===== src/fppd_pkg.sv =====
package fppd_pkg;

	localparam int CFG_COUNT = 8;
	localparam int CFG_IDX_W = 3;
	localparam int CFG_W = 24;
	localparam int RUN_W = 4;
	localparam int JOB_W = 8;
	localparam int MASK_W = 8;
	localparam int TIME_W = 8;

	typedef struct packed {
		logic [TIME_W-1:0] offset;
		logic [TIME_W-1:0] runlen;
		logic [TIME_W-1:0] period;
	} timing_t;

	typedef struct packed {
		logic [RUN_W-1:0]  running_task;
		logic              job_started;
		logic [JOB_W-1:0]  job_number;
		logic [MASK_W-1:0] ready_mask;
	} result_t;

	localparam logic [CFG_W-1:0] TIMING_RESET [CFG_COUNT] = '{
		24'h000414, 24'h050114, 24'h05021E, 24'h05011E,
		24'h0A0132, 24'h0A0132, 24'h190232, 24'h190232
	};

endpackage


===== src/fppd_cfg_regs.sv =====
module fppd_cfg_regs
	import fppd_pkg::*;
#(
	parameter int NUM_TASKS = 8
) (
	input  logic                           clk,
	input  logic                           arst_n,
	input  logic                           cfg_we,
	input  logic [CFG_IDX_W-1:0]           cfg_index,
	input  logic [CFG_W-1:0]               cfg_data,
	output timing_t [NUM_TASKS-1:0]        timing
);

	for (genvar i = 0; i < NUM_TASKS; i++) begin : g_task
		if (i < CFG_COUNT) begin : g_reg
			timing_t timing_q;

			always_ff @(posedge clk or negedge arst_n) begin
				if (!arst_n) begin
					timing_q <= timing_t'(TIMING_RESET[i]);
				end else if (cfg_we && cfg_index == CFG_IDX_W'(i)) begin
					timing_q <= timing_t'(cfg_data);
				end
			end

			assign timing[i] = timing_q;
		end else begin : g_none
			// Tasks without a register have period zero and never become ready.
			assign timing[i] = '0;
		end
	end

endmodule


===== src/fppd_core.sv =====
module fppd_core
	import fppd_pkg::*;
#(
	parameter int NUM_TASKS = 8
) (
	input  logic                    clk,
	input  logic                    arst_n,
	input  logic                    step,
	input  logic                    tick,
	input  timing_t [NUM_TASKS-1:0] timing,
	output result_t                 result
);

	localparam int AW = $clog2(NUM_TASKS + 1);
	localparam int IW = $clog2(NUM_TASKS);
	localparam logic [AW-1:0] IDLE = AW'(NUM_TASKS);

	logic [TIME_W-1:0] phase_q [NUM_TASKS];
	logic [TIME_W-1:0] phase_n [NUM_TASKS];
	logic [JOB_W-1:0]  jobs_q  [NUM_TASKS];
	logic [JOB_W-1:0]  jobs_n  [NUM_TASKS];
	logic [NUM_TASKS-1:0] done_q, done_n, ready;
	logic [AW-1:0]     active_q, active_n;
	logic [TIME_W-1:0] elapsed_q, elapsed_n;
	logic [IW-1:0]     pick;
	logic              started;
	logic [AW+RUN_W-1:0] active_wide;

	always_comb begin
		pick = '0;
		for (int i = NUM_TASKS - 1; i >= 0; i--) begin
			if (ready[i]) begin
				pick = IW'(i);
			end
		end
	end

	always_comb begin
		logic [TIME_W:0]   nxt;
		logic [TIME_W-1:0] el;
		phase_n   = phase_q;
		jobs_n    = jobs_q;
		done_n    = done_q;
		active_n  = active_q;
		elapsed_n = elapsed_q;
		started   = 1'b0;
		nxt       = '0;
		el        = '0;
		if (tick) begin
			for (int i = 0; i < NUM_TASKS; i++) begin
				nxt = {1'b0, phase_q[i]} + 1'b1;
				phase_n[i] = (nxt >= {1'b0, timing[i].period}) ? '0 : nxt[TIME_W-1:0];
			end
			if (active_q != IDLE) begin
				el = (elapsed_q == '1) ? elapsed_q : elapsed_q + 1'b1;
				if (el >= timing[active_q[IW-1:0]].runlen) begin
					done_n[active_q[IW-1:0]] = 1'b1;
					active_n  = IDLE;
					elapsed_n = '0;
				end else begin
					elapsed_n = el;
				end
			end
			for (int i = 0; i < NUM_TASKS; i++) begin
				if (phase_n[i] == '0) begin
					done_n[i] = 1'b0;
				end
			end
		end
		for (int i = 0; i < NUM_TASKS; i++) begin
			ready[i] = (phase_n[i] > timing[i].offset) && !done_n[i];
		end
		if (tick && active_n == IDLE && (|ready)) begin
			active_n     = AW'(pick);
			elapsed_n    = '0;
			jobs_n[pick] = jobs_q[pick] + 1'b1;
			started      = 1'b1;
		end
	end

	always_ff @(posedge clk or negedge arst_n) begin
		if (!arst_n) begin
			for (int i = 0; i < NUM_TASKS; i++) begin
				phase_q[i] <= '0;
				jobs_q[i]  <= '0;
			end
			done_q    <= '0;
			active_q  <= IDLE;
			elapsed_q <= '0;
		end else if (step) begin
			phase_q   <= phase_n;
			jobs_q    <= jobs_n;
			done_q    <= done_n;
			active_q  <= active_n;
			elapsed_q <= elapsed_n;
		end
	end

	assign active_wide = {{RUN_W{1'b0}}, active_n};

	always_comb begin
		result.running_task = active_wide[RUN_W-1:0];
		result.job_started  = started;
		result.job_number   = (active_n != IDLE) ? jobs_n[active_n[IW-1:0]] : '0;
		result.ready_mask   = '0;
		for (int i = 0; i < MASK_W; i++) begin
			if (i < NUM_TASKS) begin
				result.ready_mask[i] = ready[i];
			end
		end
	end

endmodule


===== src/fixed_priority_periodic_dispatcher_unit.sv =====
// Non-preemptive fixed-priority dispatcher for periodic tasks. Each input beat
// is one time tick (tick_marker = 1) or a status query (tick_marker = 0), and
// each input beat yields exactly one output beat with the running task (the
// task count means idle), whether a job started, its job number and the mask
// of ready tasks. The block takes one beat per cycle while in_stall is low; a
// beat passes an input register and then the result register, moving on when
// the result register is free or out_stall is low. The task state is updated
// by combinational logic as the beat leaves the input register. The user must
// write timing registers through the cfg port only while no beat is in flight;
// the block itself does not enforce this.
module fixed_priority_periodic_dispatcher_unit
	import fppd_pkg::*;
#(
	parameter int NUM_TASKS = 8
) (
	input  logic                 clk,
	input  logic                 arst_n,
	input  logic                 cfg_we,
	input  logic [CFG_IDX_W-1:0] cfg_index,
	input  logic [CFG_W-1:0]     cfg_data,
	input  logic                 in_valid,
	output logic                 in_stall,
	input  logic                 tick_marker,
	output logic                 out_valid,
	input  logic                 out_stall,
	output logic [RUN_W-1:0]     running_task,
	output logic                 job_started,
	output logic [JOB_W-1:0]     job_number,
	output logic [MASK_W-1:0]    ready_mask
);

	timing_t [NUM_TASKS-1:0] timing;
	result_t result, result_s2;
	logic    valid_s1, tick_s1, valid_s2, advance;

	fppd_cfg_regs #(.NUM_TASKS(NUM_TASKS)) u_cfg (
		.clk       (clk),
		.arst_n    (arst_n),
		.cfg_we    (cfg_we),
		.cfg_index (cfg_index),
		.cfg_data  (cfg_data),
		.timing    (timing)
	);

	assign advance  = valid_s1 && (!valid_s2 || !out_stall);
	assign in_stall = valid_s1 && !advance;

	fppd_core #(.NUM_TASKS(NUM_TASKS)) u_core (
		.clk    (clk),
		.arst_n (arst_n),
		.step   (advance),
		.tick   (tick_s1),
		.timing (timing),
		.result (result)
	);

	always_ff @(posedge clk or negedge arst_n) begin
		if (!arst_n) begin
			valid_s1 <= 1'b0;
			valid_s2 <= 1'b0;
		end else begin
			if (!in_stall) begin
				valid_s1 <= in_valid;
			end
			if (!valid_s2 || !out_stall) begin
				valid_s2 <= valid_s1;
			end
		end
	end

	always_ff @(posedge clk) begin
		if (in_valid && !in_stall) begin
			tick_s1 <= tick_marker;
		end
		if (advance) begin
			result_s2 <= result;
		end
	end

	assign out_valid    = valid_s2;
	assign running_task = result_s2.running_task;
	assign job_started  = result_s2.job_started;
	assign job_number   = result_s2.job_number;
	assign ready_mask   = result_s2.ready_mask;

endmodule

===== config.mk =====
export PLATFORM = sky130hd
export DESIGN_NAME = fixed_priority_periodic_dispatcher_unit
export DESIGN_NICKNAME = d
export VERILOG_FILES = /design/src/fppd_pkg.sv /design/src/fppd_cfg_regs.sv /design/src/fppd_core.sv /design/src/fixed_priority_periodic_dispatcher_unit.sv
export SDC_FILE = /design/constraint.sdc
export NUM_CORES = 1
export LEC_CHECK = 0
export BUFFER_PORTS_ARGS = -buffer_cell sky130_fd_sc_hd__clkbuf_2
export CORE_MARGIN = 1.5
export CORE_UTILIZATION = 40
export CTS_CLUSTER_DIAMETER = 30
export DETAILED_ROUTE_END_ITERATION = 16
export SLEW_MARGIN = 20
export SYNTH_ARGS = -nofsm -noshare
export SYNTH_HDL_FRONTEND = slang
export SYNTH_SLANG_ARGS = --single-unit

===== constraint.sdc =====
create_clock -name clk -period 8.57 [get_ports clk]
set_clock_uncertainty 0.15 [all_clocks]
set_input_delay 0 -clock clk [delete_from_list [all_inputs] [get_ports clk]]
set_output_delay 0 -clock clk [all_outputs]
set_load 0.01 [all_outputs]

-- Yosys cells after proc, flatten, opt, wreduce, memory -nomap -nowiden
Index checks and enable logic that the tools add are counted.
- add/subtract/negate cells: 10
- order comparisons: 22
- eq/ne operators: 11
- muxes and demuxes: 52
- bitwise operators: 3
- reductions and logical operators: 49
- operators by type and width (kind ; number):
    $mux W8 ; 21
    $mux W64 ; 2
    $add A8 B1 Y9 const B ; 8
    $bmux W24 S3 ; 1
    $ge A9 B8 Y1 ; 8
    $bwmux W64 ; 1
    $gt A8 B8 Y1 ; 8
    $logic_not A8 Y1 ; 8
    $bmux W8 S3 ; 2
    $demux W8 S3 ; 1
    $mux W3 ; 8
    $logic_and A1 B1 Y1 ; 23
    $add A8 B1 Y8 const B ; 2
    $mux W16 ; 1
    $mux W4 ; 4
    $eq A3 B3 Y1 const B ; 4
    $logic_not A1 Y1 ; 12
    $mux W1 ; 10
    $eq A8 B8 Y1 const B ; 1
    $ge A4 B4 Y1 const B ; 2
    $ge A8 B8 Y1 ; 1
    $ne A4 B4 Y1 const B ; 2
    $not A3 Y4 ; 2
    $or A8 B8 Y8 ; 1
    12 further kinds ; 14
- register bits: 364
- input bits: 33
- output and inout bits: 23
- logic and storage cells: 197

-- Longest topological paths before layout
Gate-level depths: netlist of run 1.
- depth after elaboration: 29
- mapped depth: 34
- mapped depth without buffers: 33

-- By module
A second synthesis of run 1 with hierarchy kept.
- cells, all modules: 2226
- area total of the unflattened synthesis: 22332.7 um^2
- modules (own cells, without submodules) (module ; times used ; cells an instance ; area each (um^2) ; sequential area each (um^2)):
    fppd_core ; 1 ; 1781 ; 14268.7 ; 3704.8
    fppd_cfg_regs ; 1 ; 415 ; 7310.8 ; 4864.7
    fixed_priority_periodic_dispatcher_unit ; 1 ; 30 ; 753.2 ; 710.7

-- Worst setup path before layout of run 1
OpenSTA, ideal clock, no wires.
- path kind: register -> register
- start: register u_core.phase_q[18] (netlist name)
- end: register result_s2 (netlist bit job_number[2]), data pin
- setup time: 0.132 ns
- arrival time: 6.889 ns
- data required time: 8.288 ns
- path slack: 1.399 ns
- cell stages (with the launch flop): 32
- buffers on the path: 2
- period minus slack after synthesis: 7.171 ns
- cells stage by stage: dfrtp_1 clkbuf_1 and3_1 nand3_1 nor2_1 xnor2_1 ha_1 and3_1 a221oi_1 o21ai_0 a31oi_1 inv_1 o2bb2ai_1 ha_1 nor2b_1 o21a_1 o21ai_0 a21oi_1 a211o_1 a32oi_1 a221o_1 nand2_2 o31a_1 a221oi_4 clkbuf_1 ha_1 clkinv_1 or4_1 a31oi_1 o21ai_0 o311ai_0 and3_1
- RTL lines (item ; line ; source):
    from (decl) ; fppd_core.sv:18 ; logic [TIME_W-1:0] phase_q [NUM_TASKS];
    from (signal assigned) ; fppd_core.sv:91 ; phase_q <= phase_n;
    to (signal assigned) ; fixed_priority_periodic_dispatcher_unit.sv:76 ; result_s2 <= result;
    to (decl) ; fixed_priority_periodic_dispatcher_unit.sv:33 ; result_t result, result_s2;

==> flow_summary.ini, run 1 <==
[status]
status = finished, final reports clean

[setup_path]
r2r_slack_ns = 0.57
end_kind = flip-flop
worstSetupStartpointType = flip-flop
path_common_cell = ha_1
timing.rr.start = u_core.phase_q[24]
cp.required_ns = 8.92
critical_path_class = reg2reg
critical_path.max_fanout = 9
reg2reg_to = job_number[2]
reg2reg_depth = 32
crit_path_top_delay_cell = or4_1
max_stage_delay_ns = 0.60
arrival_ns = 8.34

[yosys]
yosys_most_used_dff = dfrtp_1
synth_warnings = 0
ys_seq_area_frac = 0.417
synth_cell_types = 105
synth_area_leader_cell = dfrtp_1
yosysMostFrequentCell = nand2_1
ys_ff_latch = 364
synth_area_per_cell_um2 = 9.52
synth_commonest_cells = nand2_1, dfrtp_1, mux2_2
syn_inst = 2337
synth_top_cells_by_area = dfrtp_1, mux2_2, ha_1
syn_nets = 2516
yosys.area.top_type_share = 0.330
async_reset_ff_frac = 0.940
synth-edff-count = 22
synthesis.area_um2 = 22200

[placement]
place_hpwl_um = 43700
globalplace.congestion = 0.956
dpl.cell_count = 3057
io_buffers = 55

[power]
powerDensity_nw_per_um2 = 342
leakage_uw = 0.0126
peakVddDrop_mv = 0.176

[timing]
setup-tns-final_ns = 0
rsz0062_at_grt = false
worst_slew_pin_slew_ns = 1.08
setup_viol = 0
max_freq_mhz = 125
fin_crit_sh = 0.933
finalHoldViolations = 0
relSlewSlack = 0.281
period_needed_ns = 8.00
maxSlewViolCount = 0
holdWs_ns = 0.0730

[floorplan]
die-area_um2 = 57000
io_pins = 56
die_h_um = 239
start_util = 0.404
fp.dieW_um = 239
core_um2 = 55000
rows = 86

[worst_hold_path]
hold-path-endpoint = out_valid
worstHoldPathType = in2reg
hold_path_depth = 4
min_from = out_stall

[clock_tree]
numCtsBuffers = 96
root_buffer = clkbuf_16
post_cts.repair.setup_buffers = 0
cts.sinks = 364
cts.clk_slew.worst_paths_ns = 0.05
clockBufferDepth = 3
htree_levels = 3
cts_tree = done
clock_latency_ns = 0.63

[global_route]
grt_max_degree = 96
antenna_found_initial = 1
grt_pass1_vias = 18283
grt_usage = 0.235
grt_pass1_wl_um = 104000
grt_overflow_total = 0

[routing]
drtIter0Drc = 1358
via_per_inst = 5.59
antenna_left = 0
dr.pass1.iters = 6
vias = 18309
wl_um = 66000
drc_errors = 0
wl_per_cell_um = 20.1

[layout]
num-nets-final = 2625
drive_gt1_frac = 0.216
fin_cells = 3277
nFillCells = 5028
area.growth.synth_to_final_pct = 21.5

[run]
cap_violations = 0
state kept, by name, summed over array words and instances, names as in the netlist, 4 cells and up:
register	count
u_core.phase_q	64
job_number	8
ready_mask	8
u_core.active_q	4
u_core.jobs_q	64
u_core.done_q	8
u_core.elapsed_q	8
running_task	4
u_cfg.timing	192
routing by layer:
| layer | wire length, um | global-route usage |
|---|---|---|
| met5 | 10 | 0 |
| met4 | 2330 | 0.101 |
| met3 | 3710 | 0.0432 |
| met2 | 30000 | 0.370 |
| met1 | 29900 | 0.317 |
how the worst max path moves through the flow:
stage | from | slack, ns | to
after detailed placement | u_core.phase_q[48] | 0.72 | job_number[2]
after floorplan | u_core.phase_q[18] | 1.40 | job_number[2]
final | u_core.phase_q[24] | 0.57 | job_number[2]
after CTS | u_core.phase_q[24] | 0.68 | job_number[2]
after global routing | u_core.phase_q[48] | 0.009 | job_number[2]
after global placement | u_core.phase_q[32] | 0.76 | job_number[7]
repair_timing:
action / in CTS / in global routing
resized for setup: 0 / 0
hold endpoints to repair: 319 / 0
endpoints found under the setup margin: 0 / 0
hold buffers: 39 / 0
worst max-delay path, delay by kind of cell, from the launching register on:
family,cells,cell delay (ns)
buffers and inverters,4,0.67
XOR/XNOR,1,0.21
AO/OA/AOI/OAI,15,3.48
adder cells (fa/ha/maj),4,1.21
AND/OR/NAND/NOR,8,1.66
flip-flops,1,0.47
placed cells by master, fill, tap and decap left out, types with 22 or more instances in the layout:
cell type,n
nand2_1,367
a31oi_1,22
mux2_2,183
xnor2_1,34
nand2b_1,22
nor3_1,27
dlygate4sd3_1,38
xor2_1,25
nand3_1,76
mux2i_1,27
buf_4,40
and3_1,30
nand4_1,22
clkbuf_16,99
ha_1,146
nor2_1,124
dfstp_2,49
dfrtp_1,293
a21oi_1,78
o21ai_0,161
edfxtp_1,22
clkbuf_2,54
clkinv_2,27
a21o_1,29
inv_1,152
power by group:
part           leakage (uW)  total (uW)  internal, uW  switching, uW
sequential          0.00449        2500          2160            340
clock               0.00163        3640          2550           1090
combinational       0.00649        3100          1220           1880
layout make-up:
cell class / count / area (um^2) / share of cell area
tap: 748 / 936 / 0.0346
multi-input combinational: 1691 / 11900 / 0.439
sequential: 364 / 9280 / 0.343
inverter: 157 / 592 / 0.0219
antenna: 2 / 5.00 / 0.000185
clock inverter: 56 / 652 / 0.0241
clock buffer: 123 / 2680 / 0.0991
timing repair buffer: 136 / 1010 / 0.0373
metrics by stage:
| stage | util | setup WS [ns] | power [uW] | area, um^2 |
|---|---|---|---|---|
| finish | 0.492 | 0.571 | 9240 | 27000 |
| global route | 0.491 | 0.00917 | 9760 | 27000 |
| CTS | 0.491 | 0.681 | 9270 | 27000 |
| detailed placement | 0.423 | 0.723 | 5540 | 23300 |
| global placement | 0.423 | 0.758 | 5480 | 23300 |
| floorplan | - | 1.40 | 4630 | 22200 |
logic make-up (layout without fill, tap and decap cells):
group | after synthesis | in the layout | synth area share
muxes | 216 | 216 | 0.111
other | 0 | 2 | 0
buffers and inverters | 282 | 472 | 0.0500
DFF | 364 | 364 | 0.417
adders and majority gates | 146 | 146 | 0.0821
xor gates and xnor gates | 64 | 64 | 0.0274
and+or+nand+nor | 756 | 756 | 0.157
AOI/OAI and AO/OA | 509 | 509 | 0.155
Note: power is estimated with default switching activity, not from simulation.
==> run 2, diff against run 1 <==
- ABC_AREA: not set -> 1
- CORE_UTILIZATION: 40 -> 64
- PLACE_DENSITY: not set -> 0.81
- SYNTH_HIERARCHICAL: not set -> 1
==> run 2 against run 1 <==
Synthesized cell count rose by 32%. Maximum frequency up 8.2%. Via count grew 19%. Combinational power up 53%. First-iteration DRC count rose by 49%. Sequential power increased by 3%. Critical endpoint is now job_number[4]. Largest cell class unchanged.
==> flow_summary.ini, run 2 <==
[routing]
wl_per_cell_um = 18.4
dr.pass1.iters = 6
antenna_left = 0
drc_errors = 0
vias = 21782
wl_um = 67700
drtIter0Drc = 2024
via_per_inst = 5.92

[clock_tree]
numCtsBuffers = 85
root_buffer = clkbuf_16
cts.clk_slew.worst_paths_ns = 0.05
htree_levels = 3
clockBufferDepth = 3
clock_latency_ns = 0.62
cts_tree = done
ctsResizeCount = 0
cts.sinks = 364

[global_route]
antenna_found_initial = 1
grt_use_met3 = 0.0694
grt_overflow_total = 0
grt_usage = 0.377
use_met2 = 0.611
grt_pass1_wl_um = 109000
grt_max_degree = 110
grt_pass1_vias = 21625
grt_use_met1 = 0.478
busiest_layer = met2

[setup_path]
path_buf_inv = 6
worstSetupStartpointType = flip-flop
reg2reg_depth = 39
critical_path_class = reg2reg
critical_path.max_fanout = 37
critical_path.top_delay_family = simple AND/OR/NAND/NOR gates
path_common_cell = nand2_1
crit_path_top_delay_cell = nor3_1
arrival_ns = 7.58
end_kind = flip-flop
cp.depth = 39
max_stage_delay_ns = 0.83
cp.required_ns = 8.75

[yosys]
synth_top_cells_by_area = dfrtp_1, nand2_1, ha_1
synth-edff-count = 22
synth_cell_types = 57
syn_nets = 3257
synth_area_per_cell_um2 = 7.42
yosys_most_used_dff = dfrtp_1
synth_warnings = 6
yosysMostFrequentCell = nand2_1
yosys.area.top_type_share = 0.321
synth_commonest_cells = nand2_1, inv_1, nand3_1
ys_seq_area_frac = 0.406
syn_inst = 3078
ys_ff_latch = 364
synthesis.area_um2 = 22800
synth_area_leader_cell = dfrtp_1
async_reset_ff_frac = 0.940

[worst_hold_path]
hold_path_depth = 4
worstHoldPathType = in2reg

[timing]
period_needed_ns = 7.40
setup-tns-final_ns = 0
fin_crit_sh = 0.863
max_freq_mhz = 135
worst_slew_pin_slew_ns = 1.07
setup_viol = 0
finalHoldViolations = 0
rsz0062_at_grt = false
fin_ws_ns = 1.17
maxSlewViolCount = 0
holdWs_ns = 0.0744
relSlewSlack = 0.280

[placement]
globalplace.congestion = 0.953
dpl.cell_count = 3474
pre_cts_slack_ns = 1.14
place_hpwl_um = 43700
io_buffers = 55

[layout]
area.growth.synth_to_final_pct = 16.7
fin_cells = 3679
final_cell_mix = nand2_1, inv_1, nand3_1
final_common_cell = nand2_1
num-nets-final = 3329
largest_reg_flops = 192
nFillCells = 2485
drive_gt1_frac = 0.123

[power]
powerDensity_nw_per_um2 = 396
p_total_uw = 10600
leakage_uw = 0.0135
peakVddDrop_mv = 0.318

[floorplan]
die_h_um = 192
die-area_um2 = 36800
fp.dieW_um = 192
rows = 68
start_util = 0.656
core_um2 = 34800
io_pins = 56

[run]
cap_violations = 0

[status]
status = finished, final reports clean
run 2: changes by cell type after synthesis, moves of 22 or more:
cell | before | now
mux2_2 | 183 | 0
inv_1 | 154 | 345
nand2b_1 | 22 | 0
clkbuf_1 | 86 | 50
buf_2 | 19 | 48
mux2i_1 | 27 | 2
inv_2 | 1 | 23
nand3_1 | 76 | 323
o21ai_0 | 161 | 229
nand2_1 | 368 | 991
xnor2_1 | 34 | 0
a21o_1 | 29 | 0
and3_1 | 30 | 0
clkbuf_2 | 1 | 24
run 2: kinds of logic (layout without fill, tap and decap cells):
logic type | count (synthesis) | in the layout | synth area share
AOI/OAI and AO/OA | 429 | 429 | 0.107
xor gates and xnor gates | 43 | 43 | 0.0168
adders and majority gates | 146 | 146 | 0.0800
buffers and inverters | 509 | 654 | 0.0894
DFF | 364 | 364 | 0.406
muxes | 2 | 2 | 0.000877
other | 0 | 1 | 0
and+or+nand+nor | 1585 | 1585 | 0.300
run 2: metal layers:
metal / wire length (um) / up-vias
li1: - / 10149
met1: 27000 / 10202
met2: 31100 / 1161
met3: 6000 / 270
met4: 3570 / 0
met5: 0 / -
run 2: area by class of cell:
type,count,area [um^2],share of cell area
tap,455,569,0.0214
clock buffer,104,2290,0.0859
clock inverter,56,607,0.0228
timing repair buffer,126,963,0.0361
sequential,364,9280,0.348
inverter,368,1380,0.0519
multi-input combinational,2205,11600,0.434
antenna,1,2.50,0.0000939
run 2: where the power goes:
part           internal (uW)  switching, uW
Combinational           1500           3240
Sequential              2240            345
Clock                   2130           1100
run 2: worst paths after layout:
kind | startpoint | to | slack, ns
max in group asynchronous | arst_n | u_cfg/timing[168] | 6.25
min reg2reg | u_cfg/timing[115] | u_cfg/timing[115] | 0.31
min in group asynchronous | arst_n | u_cfg/timing[40] | 0.41
max reg2reg | u_core/active_q[2] | job_number[4] | 1.17
max | u_core/active_q[2] | job_number[4] | 1.17
min | out_stall | out_valid | 0.07
run 2: per-stage QoR:
| step | utilization | area [um^2] |
|---|---|---|
| floorplan | - | 22800 |
| global placement | 0.669 | 23300 |
| detailed placement | 0.669 | 23300 |
| CTS | 0.765 | 26600 |
| global route | 0.766 | 26700 |
| finish | 0.766 | 26700 |
run 2: repair_timing:
action | CTS | global route
hold buffers | 43 | 0
endpoints found under the hold margin | 288 | 0
setup buffers | 0 | 0
run 2: worst min-delay path, delay by kind of cell:
kind,cells,cell delay (ns)
buffers and inverters,2,0.68
AND/OR/NAND/NOR,2,0.11
==> run 3, diff against run 2 <==
- GPL_ROUTABILITY_DRIVEN: not set -> 0
- SYNTH_HIERARCHICAL: 1 -> not set
- clock period: 8.57 -> 9.3 ns (I/O delays scaled with it)
==> run 3 against run 2 <==
Global-route usage grew 0.83 points. Area after synthesis decreased by 2.5%. Worst setup slack improved by 1.0 ns. Flip-flop and latch count unchanged. Highest routed layer unchanged. Design area decreased by 1.1%. Largest cell class unchanged. Die area fell by 2.4%.
==> flow_summary.ini, run 3 <==
[status]
status = finished, final reports clean

[yosys]
ys_seq_area_frac = 0.417
syn_inst = 2895
synth_area_leader_cell = dfrtp_1
synth_top_cells_by_area = dfrtp_1, nand2_1, o21ai_0
syn_nets = 3074
yosys.area.top_type_share = 0.329
synth_commonest_cells = nand2_1, o21ai_0, inv_1
async_reset_ff_frac = 0.940
yosys_most_used_dff = dfrtp_1
synth_area_per_cell_um2 = 7.69
ys_ff_latch = 364
synth-edff-count = 22
synthesis.area_um2 = 22300
synth_warnings = 0
synth_cell_types = 64
yosysMostFrequentCell = nand2_1

[clock_tree]
clock_latency_ns = 0.62
cts.sinks = 364
cts_tree = done
numCtsBuffers = 76
root_buffer = clkbuf_16
cts.clk_slew.worst_paths_ns = 0.05
clockBufferDepth = 3
htree_levels = 3
post_cts.repair.setup_buffers = 0

[routing]
drtIter0Drc = 2253
via_per_inst = 6.04
antenna_left = 0
wl_um = 67900
drc_errors = 0
wl_per_cell_um = 19.2
dr.pass1.iters = 7
vias = 21371

[global_route]
antenna_found_initial = 2
grt_overflow_total = 0
grt_max_degree = 116
grt_usage = 0.386
grt_pass1_vias = 21364
grt_pass1_wl_um = 109000

[timing]
relSlewSlack = 0.288
maxSlewViolCount = 0
worst_slew_pin_slew_ns = 1.06
setup-tns-final_ns = 0
period_needed_ns = 7.11
holdWs_ns = 0.166
finalHoldViolations = 0
setup_viol = 0
fin_ws_ns = 2.19
fin_crit_sh = 0.765
rsz0062_at_grt = false
max_freq_mhz = 141

[setup_path]
critical_path.max_fanout = 29
reg2reg_depth = 29
path_common_cell = inv_1
cp-startpoint = u_core.active_q[1]
cp.required_ns = 9.58
max_stage_delay_ns = 0.79
critical_path_class = reg2reg
arrival_ns = 7.40
worstSetupStartpointType = flip-flop
end_kind = flip-flop
crit_path_top_delay_cell = nand4_1
timing.rr.start = u_core.active_q[1]

[placement]
io_buffers = 55
place_area_um2 = 22800
pre_cts_slack_ns = 2.37
place_hpwl_um = 41200

[layout]
largest_reg_flops = 192
final_cell_area_um2 = 26400
final_common_cell = nand2_1
drive_gt1_frac = 0.127
final_cell_mix = nand2_1, o21ai_0, inv_1
num-nets-final = 3199
area.growth.synth_to_final_pct = 18.3

[floorplan]
start_util = 0.648
die_h_um = 190
io_pins = 56
core_um2 = 34400
die-area_um2 = 35900
fp.dieW_um = 190
rows = 68

[worst_hold_path]
hold_path_depth = 4
worstHoldPathType = in2reg
min_from = out_stall

[run]
cap_violations = 0
==> run 3: cell types whose count changed after synthesis, moves of 8 or more <==
cell      previous run  this run
clkbuf_2            24         0
inv_1              345       375
o21ai_0            229       397
nor3_2               4        12
a21oi_1             85        75
clkbuf_1            50        76
a22oi_1             13         4
nor3_1              21        10
nand2_1            991       735
nand3_1            323       216
buf_2               48        15
a31oi_1             14        30
==> run 3: worst paths after layout <==
| check | to | slack [ns] |
|---|---|---|
| setup reg to reg | job_number[1] | 2.19 |
| max in group asynchronous | u_cfg.timing[150] | 7.00 |
| setup / recovery | job_number[1] | 2.19 |
| hold / removal | out_valid | 0.17 |
| min in group asynchronous | u_cfg.timing[42] | 0.42 |
| hold reg to reg | u_cfg.timing[62] | 0.33 |
==> run 3: timing repair <==
item / in CTS / in global routing
hold buffers: 80 / 0
gates resized for setup: 0 / 0
endpoints found under the hold margin: 285 / 0
==> run 3: final cells by class <==
cell class                 instances  area, um^2
clock inverter                    43         601
timing repair buffer             159        1290
inverter                         406        1530
sequential                       364        9280
fill                            2302        8020
antenna                            1        2.50
tap                              455         569
clock buffer                      96        2090
multi-input combinational       2013       11000
==> run 3: metrics by stage <==
stage,instances,utilization
final,3537,0.767
after global routing,3536,0.767
after CTS,3536,0.766
after detailed placement,3317,0.664
after global placement,3317,0.664
after floorplan,2895,-
==> run 3: critical path: cells and delay by family, from the launching register on <==
family	cells	cell delay, ns
buffers and inverters	10	2.14
flip-flops	1	0.53
AND/OR/NAND/NOR	11	2.40
adder cells (fa/ha/maj)	1	0.29
AO/OA/AOI/OAI	7	1.40
==> run 3: metal layers <==
layer  track usage  wire length (um)  vias up
met3        0.0775              5890      298
met4         0.226              3880        0
met2         0.632             32200     1249
met1         0.474             25900    10090
li1              -                 -     9734
met5             0                 0        -
==> run 3: logic make-up (layout without fill, tap and decap cells) <==
| logic type | Yosys count | after routing | synth area share |
|---|---|---|---|
| adder cells (fa/ha/maj) | 146 | 146 | 0.0820 |
| AND/OR/NAND/NOR | 1228 | 1228 | 0.245 |
| flip-flops | 364 | 364 | 0.417 |
| XOR/XNOR | 46 | 46 | 0.0184 |
| AO/OA/AOI/OAI | 593 | 593 | 0.147 |
| buffers and inverters | 518 | 704 | 0.0908 |
| other | 0 | 1 | 0 |
Power of run 3 is left out: the tool's default activity adds up to more than one toggle a clock period on the data nets, which glitch-free logic cannot reach.
